[src/rtl/core/vint_pkg.sv]
// Shared types and constants for the varint decoder.
`default_nettype none

package vint_pkg;

    localparam int unsigned GROUP_BITS   = 7;
    localparam int unsigned MAX_GROUPS   = 10;
    localparam int unsigned VALUE_W      = 64;
    localparam int unsigned COUNT_W      = 4;
    localparam int unsigned SHIFT_W      = 7;

    localparam logic [7:0] PAYLOAD_MASK  = 8'h7F;
    localparam logic [7:0] MORE_MASK     = 8'h80;
    localparam logic [VALUE_W-1:0] ALL_ONES = 64'hffff_ffff_ffff_ffff;

    localparam logic [COUNT_W-1:0] LAST_GROUP   = COUNT_W'(MAX_GROUPS);
    localparam logic [COUNT_W-1:0] SIGN_LIMIT   = COUNT_W'(MAX_GROUPS - 1);

    localparam int unsigned ADDR_W = 3;
    localparam logic [0:0] REG_SIGNED_MODE = 1'b0;

    typedef struct packed {
        logic signed_mode;
    } cfg_t;

endpackage

`default_nettype wire

[src/rtl/core/vint_cfg.sv]
// APB configuration register block for the varint decoder.
`default_nettype none

module vint_cfg (
    input  wire logic                        aclk,
    input  wire logic                        aresetn,
    input  wire logic                        psel,
    input  wire logic                        penable,
    input  wire logic                        pwrite,
    input  wire logic [vint_pkg::ADDR_W-1:0] paddr,
    input  wire logic [31:0]                 pwdata,
    output logic      [31:0]                 prdata,
    output logic                             pready,
    output vint_pkg::cfg_t                   cfg
);

    logic signed_mode_reg;
    logic signed_mode_next;
    logic wr_en;
    logic hit;

    assign pready = 1'b1;
    assign hit    = (paddr[vint_pkg::ADDR_W-1 -: 1] == vint_pkg::REG_SIGNED_MODE);
    assign wr_en  = psel && penable && pwrite && pready && hit;

    always_comb begin
        signed_mode_next = signed_mode_reg;
        if (wr_en) begin
            signed_mode_next = pwdata[0];
        end
    end

    always_ff @(posedge aclk) begin
        if (!aresetn) begin
            signed_mode_reg <= 1'b1;
        end else begin
            signed_mode_reg <= signed_mode_next;
        end
    end

    assign prdata          = hit ? {31'b0, signed_mode_reg} : 32'b0;
    assign cfg.signed_mode = signed_mode_reg;

endmodule

`default_nettype wire

[src/rtl/core/vint_accum.sv]
// Input register, group accumulator and result register of the varint decoder.
`default_nettype none

module vint_accum (
    input  wire logic                         aclk,
    input  wire logic                         aresetn,
    input  wire vint_pkg::cfg_t               cfg,
    input  wire logic                         s_valid,
    output logic                              s_ready,
    input  wire logic [7:0]                   s_in_byte,
    output logic                              m_valid,
    input  wire logic                         m_ready,
    output logic signed [vint_pkg::VALUE_W-1:0] m_value,
    output logic                              m_too_long
);

    logic                            in_valid_reg, in_valid_next;
    logic [7:0]                      in_byte_reg, in_byte_next;
    logic [vint_pkg::VALUE_W-1:0]    acc_reg, acc_next;
    logic [vint_pkg::COUNT_W-1:0]    count_reg, count_next;
    logic                            ovf_reg, ovf_next;
    logic                            out_valid_reg, out_valid_next;
    logic [vint_pkg::VALUE_W-1:0]    out_value_reg, out_value_next;
    logic                            out_long_reg, out_long_next;

    logic                            more;
    logic                            out_free;
    logic                            fire;
    logic                            in_range;
    logic [vint_pkg::SHIFT_W-1:0]    shift;
    logic [vint_pkg::SHIFT_W-1:0]    next_shift;
    logic [vint_pkg::VALUE_W-1:0]    group;
    logic [vint_pkg::VALUE_W-1:0]    acc_or;
    logic [vint_pkg::VALUE_W-1:0]    ext_mask;

    assign more     = (in_byte_reg & vint_pkg::MORE_MASK) != 8'b0;
    assign out_free = !out_valid_reg || m_ready;
    assign fire     = in_valid_reg && (more || out_free);
    assign s_ready  = !in_valid_reg || fire;

    assign in_range   = count_reg < vint_pkg::LAST_GROUP;
    assign shift      = vint_pkg::SHIFT_W'(count_reg) * vint_pkg::SHIFT_W'(vint_pkg::GROUP_BITS);
    assign next_shift = shift + vint_pkg::SHIFT_W'(vint_pkg::GROUP_BITS);
    assign group      = vint_pkg::VALUE_W'(in_byte_reg & vint_pkg::PAYLOAD_MASK);
    assign acc_or     = in_range ? (acc_reg | (group << shift)) : acc_reg;
    assign ext_mask   = (cfg.signed_mode && in_byte_reg[6] && (count_reg < vint_pkg::SIGN_LIMIT))
                        ? (vint_pkg::ALL_ONES << next_shift[5:0]) : '0;

    always_comb begin
        in_valid_next  = in_valid_reg;
        in_byte_next   = in_byte_reg;
        acc_next       = acc_reg;
        count_next     = count_reg;
        ovf_next       = ovf_reg;
        out_valid_next = out_valid_reg;
        out_value_next = out_value_reg;
        out_long_next  = out_long_reg;

        if (m_valid && m_ready) begin
            out_valid_next = 1'b0;
        end

        if (fire) begin
            in_valid_next = 1'b0;
            if (more) begin
                acc_next   = acc_or;
                count_next = in_range ? count_reg + 1'b1 : count_reg;
                ovf_next   = ovf_reg || !in_range;
            end else begin
                out_valid_next = 1'b1;
                out_value_next = acc_or | ext_mask;
                out_long_next  = ovf_reg || !in_range;
                acc_next       = '0;
                count_next     = '0;
                ovf_next       = 1'b0;
            end
        end

        if (s_valid && s_ready) begin
            in_valid_next = 1'b1;
            in_byte_next  = s_in_byte;
        end
    end

    always_ff @(posedge aclk) begin
        if (!aresetn) begin
            in_valid_reg  <= 1'b0;
            acc_reg       <= '0;
            count_reg     <= '0;
            ovf_reg       <= 1'b0;
            out_valid_reg <= 1'b0;
        end else begin
            in_valid_reg  <= in_valid_next;
            acc_reg       <= acc_next;
            count_reg     <= count_next;
            ovf_reg       <= ovf_next;
            out_valid_reg <= out_valid_next;
        end
    end

    always_ff @(posedge aclk) begin
        in_byte_reg   <= in_byte_next;
        out_value_reg <= out_value_next;
        out_long_reg  <= out_long_next;
    end

    assign m_valid    = out_valid_reg;
    assign m_value    = out_value_reg;
    assign m_too_long = out_long_reg;

endmodule

`default_nettype wire

[src/rtl/core/varint_decoder.sv]
// Varint decoder: one encoded byte per cycle in, one decoded 64-bit value per varint out.
// A terminating byte passes from the input register to the result register (m_valid).
// Throughput: one byte per cycle, set by the single accumulate step between the input
// and result registers; a terminating byte stalls while an unaccepted result is held.
// Reset: synchronous, active low; clears the accumulator, group count, overflow
// flag and both valid flags, and sets signed_mode to 1.
`default_nettype none

module varint_decoder (
    input  wire logic                        aclk,
    input  wire logic                        aresetn,
    input  wire logic                        psel,
    input  wire logic                        penable,
    input  wire logic                        pwrite,
    input  wire logic [vint_pkg::ADDR_W-1:0] paddr,
    input  wire logic [31:0]                 pwdata,
    output logic      [31:0]                 prdata,
    output logic                             pready,
    input  wire logic                        s_valid,
    output logic                             s_ready,
    input  wire logic [7:0]                  s_in_byte,
    output logic                             m_valid,
    input  wire logic                        m_ready,
    output logic signed [63:0]               m_value,
    output logic                             m_too_long
);

    vint_pkg::cfg_t cfg;

    vint_cfg u_cfg (
        .aclk    (aclk),
        .aresetn (aresetn),
        .psel    (psel),
        .penable (penable),
        .pwrite  (pwrite),
        .paddr   (paddr),
        .pwdata  (pwdata),
        .prdata  (prdata),
        .pready  (pready),
        .cfg     (cfg)
    );

    vint_accum u_accum (
        .aclk       (aclk),
        .aresetn    (aresetn),
        .cfg        (cfg),
        .s_valid    (s_valid),
        .s_ready    (s_ready),
        .s_in_byte  (s_in_byte),
        .m_valid    (m_valid),
        .m_ready    (m_ready),
        .m_value    (m_value),
        .m_too_long (m_too_long)
    );

endmodule

`default_nettype wire
[config.mk]
export PLATFORM = sky130hd
export DESIGN_NAME = varint_decoder
export DESIGN_NICKNAME = d
export VERILOG_FILES = /design/src/rtl/core/vint_pkg.sv /design/src/rtl/core/vint_cfg.sv /design/src/rtl/core/vint_accum.sv /design/src/rtl/core/varint_decoder.sv
export SDC_FILE = /design/constraint.sdc
export NUM_CORES = 1
export LEC_CHECK = 0
export BUFFER_PORTS_ARGS = -buffer_cell sky130_fd_sc_hd__buf_2
export CAP_MARGIN = 20
export CORE_ASPECT_RATIO = 1.75
export CORE_UTILIZATION = 40
export DETAILED_ROUTE_END_ITERATION = 8
export GPL_ROUTABILITY_DRIVEN = 1
export GPL_TIMING_DRIVEN = 1
export PLACE_DENSITY_LB_ADDON = 0.08
export SLEW_MARGIN = 20
export SYNTH_ARGS = -nofsm -noshare
export SYNTH_HDL_FRONTEND = slang
export SYNTH_SLANG_ARGS = --single-unit
[constraint.sdc]
create_clock -name aclk -period 4.3 [get_ports aclk]
set_input_delay 0.43 -clock aclk [delete_from_list [all_inputs] [get_ports aclk]]
set_output_delay 0.43 -clock aclk [all_outputs]
set_load 0.03 [all_outputs]
==> key figures, run 1 <==
Outcome
  – Outcome: completed

Die
  – Die span in y: 169 um
  – Initial Util: 41.1%
  – Die X: 97.3 um
  – IO Pins: 150
  – Die area: 0.0164 sq mm
  – Row count: 60
  – Core area: 0.0155 sq mm

Layout
  – Most frequent cells in the layout: a21oi_1 (119), nor2_1 (90), buf_2 (84)
  – Area of the multi-input gates: 0.00236 sq mm
  – FF+latch area: 0.00363 sq mm
  – Fin util: 47.0%
  – Most common cell after layout, fill and taps aside: a21oi_1
  – Area Growth Syn to Fin: 14.3%
  – Non-Filler Instances: 875
  – Fillers: 1500
  – Final Cell Area: 0.00727 sq mm
  – N_diodes: 0
  – Layout cells sized above 1: 19.2%
  – Fin nets: 742

Clock tree
  – Clock Tree Buf Depth: 2
  – # Post-CTS Setup Buffers: 0
  – Reg clk slew, reported paths: 0.06 ns
  – Clk Latency, worst-skew pair: 0.42 ns
  – CTS tree: yes
  – H-tree levels: 4
  – CTS Hold Bufs: 0
  – Clk sinks: 145
  – CTS Root Cell: clkbuf_16
  – Cts bufs inserted: 17
  – PostCTS Resize Cnt: 0

Power
  – Max IR drop VDD: 0.224 mV
  – PwrDens: 426 mW/mm^2
  – Leak: 2.77 nW

Drt
  – Iteration-0 DRC count of the detailed router: 382
  – Final routed DRC violation total: 0
  – Vias after detailed routing: 4820
  – Via density: 5.51
  – Final antenna-violating net count: 0
  – DRT Pass-1 Iters: 5
  – WL final: 17200 um
  – Wire length per cell: 19.6 um

STA
  – Achievable frequency: 0.267 GHz
  – # setup viols final: 0
  – Final min period: 3.74 ns
  – Final Max Tran Viols: 0
  – Skew final: 0.00807 ns
  – Post-route clock period utilization: 86.9%
  – Post-route setup slack: 0.561 ns
  – Worst Max-Slew Pin Slew: 1.02 ns
  – Count of final hold-check violations: 0
  – RSZ-0062 raised after global routing: no
  – Rel. slew slack: 32.0%
  – Setup_tns: 0 ns

Hold path
  – WHS Path Cells: 1
  – Hold crit path type: input port to flip-flop

Place
  – IO Port Bufs: 84
  – Post-placement cell area: 0.00675 sq mm
  – Dpl ws: 0.589 ns
  – GP Congestion: 0.833
  – Placed Cells: 843
  – Dpl hpwl: 11700 um

Global routing
  – Vias in the first global route: 4629
  – GRT overflow: 0
  – Initial antenna violation count: 0
  – First-pass GRT wire length: 26300 um
  – All-Layer GR Usage: 21.4%
  – Largest net degree at the start of global routing: 42

Flow run
  – Max-cap check violation count: 0

Logic synthesis
  – Syn Inst Count: 614
  – Synth area leader: edfxtp_1
  – Syn Area/Cell: 10.4 sq um
  – Seq cells post-synth: 145
  – Area contributors post-synth: edfxtp_1 (34%), dfxtp_1 (23%), a21oi_1 (9.4%)
  – Mapped cell area: 0.00636 sq mm
  – Post-synthesis sequential area ratio: 57.1%
  – Synth cell types: 50
  – Yosys Warn Count: 0
  – Area share of the largest cell type after synthesis: 34.5%

Setup path
  – Startpoint Class: flip-flop
  – Worst Setup End Kind: flip-flop
  – Crit Path Category: flip-flop to flip-flop
  – Crit path DAT: 3.85 ns
  – CP max FO: 31
  – Required time worst endpoint: 4.41 ns
  – Worst reg2reg path depth: 9
per-layer routing:
layer	GRT usage [%]	vias up	routed length [um]
met5	0	-	0
met4	11.8	0	788
met3	3.96	47	915
met2	37.8	194	8900
met1	24.1	2320	6540
li1	-	2259	-
per-stage QoR:
step           hold WS (ns)  power, mW
3_3_place_gp          0.448       1.82
5_1_grt               0.178       3.20
4_1_cts               0.171       3.12
3_5_place_dp          0.455       1.82
6_report              0.183       3.10
2_1_floorplan         0.429       1.76
final timing paths:
kind | start | endpoint | slack [ns]
hold reg to reg | u_accum.acc_reg[63] | u_accum.acc_reg[63] | 0.47
setup reg to reg | u_accum.count_reg[1] | u_accum.m_value[35] | 0.56
hold / removal | s_in_byte[7] | u_accum.in_byte_reg[7] | 0.18
setup / recovery | u_accum.count_reg[1] | u_accum.m_value[35] | 0.56
power breakdown:
part           internal, mW  switching (mW)
clock                 0.736           0.567
sequential             1.49          0.0279
combinational        0.0686           0.209
final cells by class:
cell class	instances	share of cell area, %
Multi-Input combinational cell	408	32.4
Tap cell	186	3.20
Timing Repair Buffer	92	6.61
Inverter	12	0.619
Clock inverter	12	1.17
Clock buffer	20	6.00
Sequential cell	145	50.0
logic make-up after synthesis:
| logic type | synth area share, % |
|---|---|
| compound gates | 18.2 |
| fa+ha+maj | 3.62 |
| flops | 57.1 |
| buf+inv | 7.89 |
| other cells | 0.118 |
| xor+xnor | 0.787 |
| mux | 0.334 |
| simple gates | 11.9 |
Yosys cell counts (all sizes together):
master and n:
nand4 3, o21ai 12, nand2b 6, dfxtp 72
nand3 13, and3 2, o21a 2, mux2 1
xnor2 3, nor2 93, a211o 3, fa 4
o311ai 4, or3 3, nand2 20, clkbuf 28
a21oi 119, o211ai 15, inv 12, o41ai 1
conb 2, and4b 1, xnor3 1, a21boi 2
o21bai 1, nor3 4, o31ai 7, mux2i 1
buf 51, o22ai 1, nand4b 2, or2 3
and2 9, a2111o 7, a21o 2, nor2b 6
ha 12, edfxtp 73, a221o 13
worst max-delay path, stage by stage (launching register included):
cell and delay (ns):
dfxtp_1 0.63, fa_1 0.51, ha_1 0.25, fa_1 0.44, xnor2_1 0.26, o311ai_1 0.16, xnor3_2 0.44, or2_1 0.15
buf_4 0.31, o311ai_0 0.26
(Power assumes the default switching activity.)
==> run 2, diff against run 1 <==
--- a/config.mk
+++ b/config.mk
@@ -8,7 +8,7 @@
 export BUFFER_PORTS_ARGS = -buffer_cell sky130_fd_sc_hd__buf_2
 export CAP_MARGIN = 20
 export CORE_ASPECT_RATIO = 1.75
-export CORE_UTILIZATION = 40
+export CORE_UTILIZATION = 54
 export DETAILED_ROUTE_END_ITERATION = 8
 export GPL_ROUTABILITY_DRIVEN = 1
 export GPL_TIMING_DRIVEN = 1
==> key figures, run 2 (synthesis gave the netlist of run 1 again) <==
Setup path
  – Crit Path Category: flip-flop to flip-flop
  – Startpoint Class: flip-flop
  – Required time worst endpoint: 4.41 ns
  – Crit path DAT: 3.83 ns
  – R2R setup slack: 0.58 ns
  – CP max FO: 31
  – Worst Setup End Kind: flip-flop

Clock tree
  – Clk Latency, worst-skew pair: 0.42 ns
  – Clock Tree Buf Depth: 2
  – CTS Hold Bufs: 0
  – Reg clk slew, reported paths: 0.06 ns
  – # Post-CTS Setup Buffers: 0
  – H-tree levels: 4
  – CTS Root Cell: clkbuf_16
  – CTS tree: yes
  – Cts bufs inserted: 17
  – PostCTS Resize Cnt: 0
  – Clk sinks: 145

STA
  – Final min period: 3.72 ns
  – Count of final hold-check violations: 0
  – Setup_tns: 0 ns
  – # setup viols final: 0
  – Final Max Tran Viols: 0
  – Skew final: 0.0101 ns
  – Rel. slew slack: 35.9%
  – Achievable frequency: 0.269 GHz
  – Post-route clock period utilization: 86.5%
  – RSZ-0062 raised after global routing: no
  – Worst Max-Slew Pin Slew: 0.959 ns

Drt
  – DRT Pass-1 Iters: 9
  – Wire length per cell: 19.5 um
  – Via density: 5.94
  – Final routed DRC violation total: 12
  – Final antenna-violating net count: 0
  – Vias after detailed routing: 4906
  – Iteration-0 DRC count of the detailed router: 555
  – WL final: 16100 um

Layout
  – Fin util: 63.4%
  – Non-Filler Instances: 826
  – Final Cell Area: 0.00730 sq mm
  – N_diodes: 0
  – FF+latch area: 0.00363 sq mm
  – Most common cell after layout, fill and taps aside: a21oi_1
  – Most frequent cells in the layout: a21oi_1 (119), nor2_1 (91), buf_2 (84)
  – Area Growth Syn to Fin: 14.8%
  – Area of the multi-input gates: 0.00236 sq mm
  – Fin nets: 744
  – Layout cells sized above 1: 19.8%
  – Fillers: 971

Power
  – Seq pwr share: 46.3%
  – Sw Share: 25.4%
  – PwrDens: 449 mW/mm^2
  – Final Power: 3.28 mW
  – P_int: 2.45 mW
  – Clock Power Share: 45.5%
  – Max IR drop VDD: 0.327 mV
  – Leak: 2.83 nW
  – Comb pwr share: 8.3%
  – Psw: 0.834 mW

Die
  – Die area: 0.0122 sq mm
  – Row count: 52
  – Die X: 84.0 um
  – Die span in y: 146 um
  – Core area: 0.0115 sq mm
  – IO Pins: 150
  – Initial Util: 55.2%

Global routing
  – GRT overflow: 0
  – Largest net degree at the start of global routing: 36
  – Initial antenna violation count: 0
  – All-Layer GR Usage: 26.7%
  – First-pass GRT wire length: 24100 um
  – Vias in the first global route: 4350

Outcome
  – Outcome: complete, but fails checks
  – Failing checks: DRC

Hold path
  – Hold crit path type: input port to flip-flop

Flow run
  – Max-cap check violation count: 0

Place
  – IO Port Bufs: 84
  – GP Congestion: 0.855
  – Placed Cells: 792
  – Dpl hpwl: 10900 um
  – Post-placement cell area: 0.00668 sq mm
## run 2: cell types whose count changed in the layout (fill, tap and decap cells not counted)
cell,previous run,this run
clkbuf_1,3,0
buf_4,8,10
clkinvlp_4,3,1
clkinv_4,3,2
nor2_1,90,91
nor2_2,2,1
inv_8,0,2
bufinv_16,0,2
clkbuf_8,0,1
clkinv_1,1,0
inv_6,2,6
clkinv_2,3,1
## run 2: worst max-delay path, stage by stage, from the launching register on
cell	delay, ns
dfxtp_1	0.64
fa_1	0.52
ha_1	0.25
fa_1	0.44
xnor2_1	0.24
o311ai_1	0.16
xnor3_2	0.45
or2_1	0.15
buf_4	0.31
o311ai_0	0.25
## run 2: path summary, 6_finish.rpt
kind / depth (start not counted) / endpoint / start
worst max-delay path: 9 / u_accum.m_value[33] / u_accum.count_reg[1]
worst min-delay path: 1 / u_accum.in_byte_reg[4] / s_in_byte[4]
worst max register to register: 9 / u_accum.m_value[33] / u_accum.count_reg[1]
worst min register to register: 2 / u_accum.acc_reg[8] / u_accum.acc_reg[8]
## run 2: metal layers
layer	track usage, %	vias to the layer above	share of wire, %
li1	-	2266	-
met5	0	-	0
met4	15.7	0	5.7
met2	46.6	261	52
met1	30.5	2319	36
met3	4.37	60	6.4
## run 2: power groups by stage
stage	registers [mW]	clock network, mW	logic (mW)
3_5_place_dp	1.55	0	0.270
5_1_grt	1.52	1.57	0.288
4_1_cts	1.52	1.50	0.270
2_1_floorplan	1.57	0	0.186
3_3_place_gp	1.55	0	0.267
6_report	1.52	1.49	0.272
## run 2: metrics by stage
| stage | hold WS (ns) | setup slack (ns) |
|---|---|---|
| floorplan | 0.429 | 0.413 |
| global placement | 0.446 | 0.704 |
| detailed placement | 0.450 | 0.599 |
| CTS | 0.179 | 0.583 |
| global route | 0.177 | 0.378 |
| finish | 0.188 | 0.581 |
## run 2: area by class of cell
cell class                 instances  share of cell area (%)
multi-input combinational        408                    32.3
clock inverter                    14                    2.26
tap                              135                    2.31
inverter                          12                   0.617
clock buffer                      18                    6.01
timing repair buffer              94                    6.78
sequential                       145                    49.8
==> run 3, diff against run 2 <==
--- a/config.mk
+++ b/config.mk
@@ -12,6 +12,7 @@
 export DETAILED_ROUTE_END_ITERATION = 8
 export GPL_ROUTABILITY_DRIVEN = 1
 export GPL_TIMING_DRIVEN = 1
+export MAX_ROUTING_LAYER = met4
 export PLACE_DENSITY_LB_ADDON = 0.08
 export SLEW_MARGIN = 20
 export SYNTH_ARGS = -nofsm -noshare
==> key figures, run 3 (synthesis gave the netlist of run 1 again) <==
Clock tree
  – Reg clk slew, reported paths: 0.07 ns
  – CTS Root Cell: clkbuf_16
  – Clock Tree Buf Depth: 2
  – # Post-CTS Setup Buffers: 0
  – Clk sinks: 145
  – CTS Hold Bufs: 0
  – Cts bufs inserted: 17
  – Clk Latency, worst-skew pair: 0.42 ns
  – H-tree levels: 4
  – CTS tree: yes
  – PostCTS Resize Cnt: 0

STA
  – Post-route clock period utilization: 84.6%
  – Achievable frequency: 0.275 GHz
  – Final min period: 3.64 ns
  – Worst Max-Slew Pin Slew: 1.06 ns
  – Count of final hold-check violations: 0
  – Final Max Tran Viols: 0
  – Setup_tns: 0 ns
  – # setup viols final: 0
  – RSZ-0062 raised after global routing: no
  – Rel. slew slack: 28.9%
  – Skew final: 0.00898 ns

Setup path
  – CP Buf/Inv Count: 1
  – Required time worst endpoint: 4.41 ns
  – Worst reg2reg path startpoint: u_accum.count_reg[1]
  – Cell-by-cell trace of the critical path: fa_1 > ha_1 > fa_1 > xnor2_1 > o311ai_1 > xnor3_2 > or2_1 > buf_4 > o311ai_0
  – Crit-path leading delay family: adder cells
  – Worst stage delay on the critical path: 0.61 ns
  – Startpoint Class: flip-flop
  – CP max FO: 31
  – Worst Setup End Kind: flip-flop
  – CP max stage cell: dfxtp_1
  – FF-to-FF End: u_accum.m_value[33]
  – Most common cell on crit path: fa_1
  – Worst reg2reg path depth: 9
  – Crit Path Category: flip-flop to flip-flop
  – Crit path DAT: 3.75 ns
  – R2R setup slack: 0.66 ns

Drt
  – WL final: 16100 um
  – Iteration-0 DRC count of the detailed router: 521
  – Vias after detailed routing: 4878
  – DRT Pass-1 Iters: 7
  – Wire length per cell: 19.5 um
  – Final antenna-violating net count: 0
  – Final routed DRC violation total: 12
  – Via density: 5.93

Outcome
  – Outcome: complete, but fails checks
  – Failing checks: DRC

Layout
  – Most frequent cells in the layout: a21oi_1 (119), nor2_1 (91), buf_2 (84)
  – Area Growth Syn to Fin: 13.8%
  – Most common cell after layout, fill and taps aside: a21oi_1
  – Layout cells sized above 1: 19.5%
  – Non-Filler Instances: 823
  – N_diodes: 0
  – Area of the multi-input gates: 0.00236 sq mm
  – Fin nets: 741
  – Fillers: 945
  – FF+latch area: 0.00363 sq mm

Die
  – IO Pins: 150
  – Core area: 0.0115 sq mm
  – Die area: 0.0122 sq mm
  – Row count: 52
  – Die span in y: 146 um
  – Die X: 84.0 um
  – Initial Util: 55.2%

Power
  – Leak: 2.78 nW
  – PwrDens: 439 mW/mm^2
  – Max IR drop VDD: 0.291 mV

Place
  – GP Congestion: 0.869
  – IO Port Bufs: 84
  – Dpl hpwl: 10800 um
  – Placed Cells: 791

Global routing
  – Met3 Track Usage GR: 4.93%
  – All-Layer GR Usage: 27.4%
  – Initial antenna violation count: 0
  – First-pass GRT wire length: 24100 um
  – GRT overflow: 0
  – M1 GR Usage: 30.8%
  – Largest net degree at the start of global routing: 46
  – Vias in the first global route: 4366
  – GRT met2 Usage: 45.2%
  – Gr busiest metal: met2

Hold path
  – Min-delay src: s_in_byte[3]
  – Hold crit path type: input port to flip-flop
  – Worst Hold Path EP: u_accum.in_byte_reg[3]
  – WHS Path Cells: 1

Flow run
  – Max-cap check violation count: 0
run 3: changes by cell type in the layout (fill, tap and decap cells not counted), sizes merged:
| cell | change |
|---|---|
| clkinvlp | +4 |
| buf | -3 |
| bufinv | -2 |
| clkinv | -1 |
| inv | -1 |
run 3: how the worst max path moves through the flow:
stage | from | to | slack (ns) | cells after the start
finish | u_accum.count_reg[1] | u_accum.m_value[33] | 0.66 | 9
floorplan | m_ready | u_accum.m_too_long | 0.41 | 3
global route | u_accum.count_reg[1] | u_accum.m_value[33] | 0.41 | 10
CTS | u_accum.count_reg[1] | u_accum.m_value[33] | 0.64 | 9
global placement | u_accum.count_reg[1] | u_accum.m_value[33] | 0.70 | 9
detailed placement | u_accum.count_reg[1] | u_accum.m_value[33] | 0.66 | 9
run 3: metal layers:
layer	vias up	routed length (um)	share of wire [%]
li1	2258	-	-
met1	2288	5890	37
met2	272	8160	51
met3	60	1110	6.9
met4	0	932	5.8
met5	-	0	0
run 3: cell type report:
class | instances | share of cell area (%)
Multi-Input combinational cell | 408 | 32.6
Clock inverter | 14 | 1.68
Sequential cell | 145 | 50.2
Inverter | 12 | 0.622
Timing Repair Buffer | 91 | 6.54
Tap cell | 135 | 2.33
Clock buffer | 18 | 6.07
run 3: report_power, final:
group          switching (mW)  internal (mW)  total, mW  leakage (nW)
registers              0.0280           1.49       1.52          1.25
clock network           0.614          0.770       1.38         0.260
logic                   0.203         0.0679      0.271          1.27
total                   0.845           2.33       3.17          2.78
run 3: metrics by stage:
stage	setup slack (ns)	hold slack [ns]	instance area (sq um)	util [%]	power (mW)
floorplan	0.413	0.429	6470	-	1.76
global placement	0.696	0.445	6680	58.0	1.81
detailed placement	0.656	0.454	6680	58.0	1.82
CTS	0.639	0.175	7240	62.8	3.18
global route	0.409	0.172	7240	62.8	3.26
finish	0.661	0.181	7240	62.8	3.17
